$ cat src/gmps_ram.sv
// Generic simple dual-port RAM: one write port, one registered read port.
// No dependencies.
`timescale 1ns / 1ps
module gmps_ram #(
  parameter int WIDTH = 8,
  parameter int DEPTH = 256
) (
  input  logic                     clk,
  input  logic                     we,
  input  logic [$clog2(DEPTH)-1:0] waddr,
  input  logic [WIDTH-1:0]         wdata,
  input  logic [$clog2(DEPTH)-1:0] raddr,
  output logic [WIDTH-1:0]         rdata
);
  logic [WIDTH-1:0] mem [DEPTH];

  always_ff @(posedge clk) begin
    if (we) mem[waddr] <= wdata;
    rdata <= mem[raddr];
  end
endmodule

$ cat config.mk
export PLATFORM = sky130hd
export DESIGN_NAME = gmps_ram
export DESIGN_NICKNAME = d
export VERILOG_FILES = /design/src/gmps_ram.sv
export SDC_FILE = /design/constraint.sdc
export NUM_CORES = 2
export LEC_CHECK = 0
export ABC_AREA = 1
export BUFFER_PORTS_ARGS = -buffer_cell sky130_fd_sc_hd__clkbuf_2
export CAP_MARGIN = 20
export CELL_PAD_IN_SITES_DETAIL_PLACEMENT = 1
export CELL_PAD_IN_SITES_GLOBAL_PLACEMENT = 1
export CORE_MARGIN = 1.5
export CORE_UTILIZATION = 45
export DETAILED_ROUTE_END_ITERATION = 6
export GPL_TIMING_DRIVEN = 0
export HOLD_SLACK_MARGIN = 0.1
export PLACE_DENSITY = 0.68
export SETUP_SLACK_MARGIN = 0.4
export SLEW_MARGIN = 25
export SYNTH_ARGS = -nofsm -noshare
export SYNTH_HDL_FRONTEND = slang
export SYNTH_SLANG_ARGS = --single-unit
$ cat constraint.sdc
create_clock -name clk -period 5.4 [get_ports clk]
set_clock_uncertainty 0.15 [all_clocks]
set_input_delay 0.81 -clock clk [delete_from_list [all_inputs] [get_ports clk]]
set_output_delay 0.81 -clock clk [all_outputs]
set_load 0.01 [all_outputs]
==> key figures <==
CTS
  • Bufs on Longest Clock Path: 3
  • Clock latency reported for the late side of the worst-skew pair: 900 ps
  • TritonCTS buffer count: ~210
  • Root Driver: clkbuf_16
  • Clock net sink count: ~2,000
  • Resized cells post-CTS: 0
  • Post-CTS Hold Fix Bufs: 2
  • Clock tree from TritonCTS: built
  • Clk slew on worst S/H paths: approximately 60 ps
  • H-tree Lvls: 4
  • Buffers inserted during post-CTS setup optimization: 0

GRT
  • GRT Resource Usage Total: about two fifths
  • Number of global-route vias before repair: between 60,000 and 70,000
  • Antenna violations before repair: 25
  • First-pass GRT wire length: roughly 500,000 µm
  • Final global-route overflow total: 0
  • Pin count of the biggest net entering global routing: roughly 120

Timing
  • Max-slew violation count: 0
  • # setup viols final: 0
  • Worst-Margin Slew: ~1300 ps
  • Share of the clock period used by the worst path after layout: roughly 73%
  • Max Fclk: approximately 250 MHz
  • Number of endpoints with negative hold slack in the final report: 0
  • Setup ws final: between 1000 and 1500 ps
  • Worst slew margin: approximately 15%
  • Period minus WS final: about 3900 ps
  • Setup repair after global routing missed its margin: no
  • Total negative slack: 0 ps

Critical path
  • Cell mode on critical path: nand3_1
  • Startpoint-to-endpoint class of the critical path: in -> reg
  • CP bufs+invs: 3
  • Required time at the worst-slack endpoint: 6070 ps
  • Slowest library cell on the worst path: clkbuf_1
  • Worst-path fanout max: 10
  • Path depth of the worst reg2reg path: 10
  • Minimum setup slack among reg-to-reg paths: 2860 ps
  • Data arrival time of the worst path: ~4600 ps
  • Kind of end point of the critical path: flip-flop
  • Critical path startpoint category: input pin
  • Chain of cells forming the critical path: buf_2 > clkbuf_1 > clkbuf_1 > nand3_1 > nand3_1 > nand3_1 > nand3_1 > nand3_1 > nand2_1 > nand2_1 > nand2_1
  • Slowest Stage Delay on Critical Path: between 800 and 900 ps
  • Critical R2R Capture: rdata[1]$_DFF_P_
  • Top Family by Delay on Critical Path: buffers and inverters
  • Reg-to-reg startpoint: mem[192][1]$_DFFE_PP_

Worst hold path
  • HP Class: in -> reg
  • Destination of the worst hold path: mem[103][3]$_DFFE_PP_
  • Startpoint of the lowest-slack hold path: wdata[3]
  • Hold path cells: 1

Floorplan
  • Die extent in y: between 400 and 500 µm
  • Site Rows: about 160
  • Die Outline Area: about 190,000 µm²
  • Core footprint: about 180,000 µm²
  • I/O pin cnt: 34
  • Horizontal die dimension: ~430 µm
  • Starting utilization of the core area: between 40% and 50%

Place
  • Pre-CTS WS: between 800 and 900 ps
  • Final weighted congestion in routability-driven placement: about 1.0
  • Dpl hpwl: between 200,000 and 300,000 µm
  • IO buf count: 26
  • Cell Count Post-Placement: 9,550

Logic synthesis
  • Count of synthesis-stage warnings from yosys: 0
  • Number of distinct library cells after synthesis: 14
  • Synth Net Count: approximately 7,000
  • Mapped Area: approximately 83,000 µm²
  • Synthesized instance count: approximately 7,000
  • Cell types with the largest area share after synthesis: edfxtp_1, nand3_1, nand2_1, buf_2, nor2_1
  • Cell type with the highest aggregate area in the netlist: edfxtp_1
  • Post-synthesis average cell area: around 12 µm²
  • Share of synthesized area occupied by flip-flops and latches: ~74%
  • Flop and latch count out of synthesis: between 2,000 and 2,500
  • Post-synth top area share: about three quarters

Power and ir drop
  • Net Sw Power: 8.847 mW
  • Internal Power: about 26 mW
  • Worst IR Drop VDD: 0.0005177 V
  • Share of total power in sequential cells: between 40% and 50%
  • Combinational fraction of design power: a little under 8%
  • Clock network power share: a little over two fifths
  • Fraction of power spent switching nets: ~25%
  • Static leakage power: about 33 nW
  • PwrDens: between 300 and 400 nW/µm²

Detailed routing
  • Remaining antenna violation count after routing: 0
  • Routed wirelength normalized by instance count: around 38 µm
  • Via density: 6.419
  • DRC marker count from the first detailed-route iteration: slightly above 10,000
  • Drt pass-1 iters: 6
  • WL final: about 380,000 µm
  • DRC errors left: 0
  • Via count: 64,010

Layout
  • Layout net count: between 7,000 and 8,000
  • Utilization after layout: ~52%
  • Layout area overhead: 14.33%
  • Share of final-layout standard cells stronger than drive strength 1: 12.25%
  • Layout Cells excl Fill: around 10,000

Run
  • Total of max-cap violations: 0

Outcome
  • Status: finished clean
## Yosys cell counts (all sizes together)
cell	count
buf	371
nor2	283
dfxtp	8
clkbuf	112
nand3	2019
nand2	2123
edfxtp	2048
inv	39
## cell usage in the layout (no fill, tap or decap), types with 2 or more instances in the layout
master,instances
edfxtp_1,2048
nor2_2,126
dlygate4sd3_1,2
inv_16,3
clkinv_2,42
dfxtp_1,8
inv_2,2
clkbuf_8,13
inv_1,36
clkbuf_2,64
nor2_1,150
clkinv_16,2
buf_8,10
inv_6,5
clkinv_8,4
nand2_1,2123
nor2_4,7
clkbuf_16,219
diode_2,21
bufinv_16,17
buf_2,277
clkinv_4,5
buf_4,46
clkinv_1,51
buf_1,30
buf_12,8
clkbuf_1,103
nand3_1,2019
clkinvlp_4,10
buf_16,29
buf_6,27
## worst max path at each step
stage / startpoint / endpoint / slack [ps] / cells past startpoint
after floorplan: we / mem[162][0]$_DFFE_PP_ / 2950 / 4
after global placement: wdata[2] / mem[175][2]$_DFFE_PP_ / -1170 / 1
after detailed placement: raddr[1] / rdata[5]$_DFF_P_ / 890 / 12
after CTS: raddr[1] / rdata[5]$_DFF_P_ / 1810 / 12
after global routing: raddr[1] / rdata[7]$_DFF_P_ / 1720 / 12
final: raddr[2] / rdata[3]$_DFF_P_ / 1470 / 11
## cell type report
| class | instances | area [µm²] |
|---|---|---|
| Buffer | 483 | 2521 |
| Fill cell | 18890 | 88320 |
| Antenna cell | 21 | 52.55 |
| Tap cell | 2464 | 3083 |
| Inverter | 39 | 148.9 |
| Clock inverter | 139 | 1260 |
| Clock buffer | 260 | 5684 |
| Timing Repair Buffer | 85 | 1438 |
| Sequential cell | 2056 | 61660 |
| Multi-Input combinational cell | 4425 | 19500 |
## registers in the layout, summed over array words and instances (netlist names)
| name | flops |
|---|---|
| rdata | 8 |
| mem | 2048 |
## metrics by stage
stage	cell area (µm²)	power (mW)	hold WS, ps
floorplan	83400	19.03	685.5
detailed placement	88290	20.55	973.5
CTS	95250	35.10	107.7
global placement	86610	20.52	925.0
finish	95350	35.30	131.7
global route	95310	35.82	132.0
## routing by layer
layer  part of all wire, %  wire (µm)  global-route usage, %
met3                    13      48970                  12.79
met1                    37     139200                  51.87
met5                0.0079         30                      0
met4                   7.3      27640                  25.24
met2                    43     163700                  58.84
## power by group through the flow
stage | sequential [mW] | combinational, mW | clock (mW)
floorplan | 17.9 | 1.09 | 0
global placement | 18.0 | 2.47 | 0
detailed placement | 17.9 | 2.61 | 0
CTS | 17.6 | 2.63 | 14.9
global route | 17.6 | 2.79 | 15.4
finish | 17.6 | 2.77 | 14.9
## cells by family (layout without fill, tap and decap cells)
kind of cell           count (synthesis)  after routing  synth area share, %
AND/OR/NAND/NOR                     4425           4425                22.95
other                                  0             21                    0
buffers and inverters                522           1006                3.119
flip-flops                          2056           2056                73.94
No activity file was read; power rests on OpenSTA's default activity.
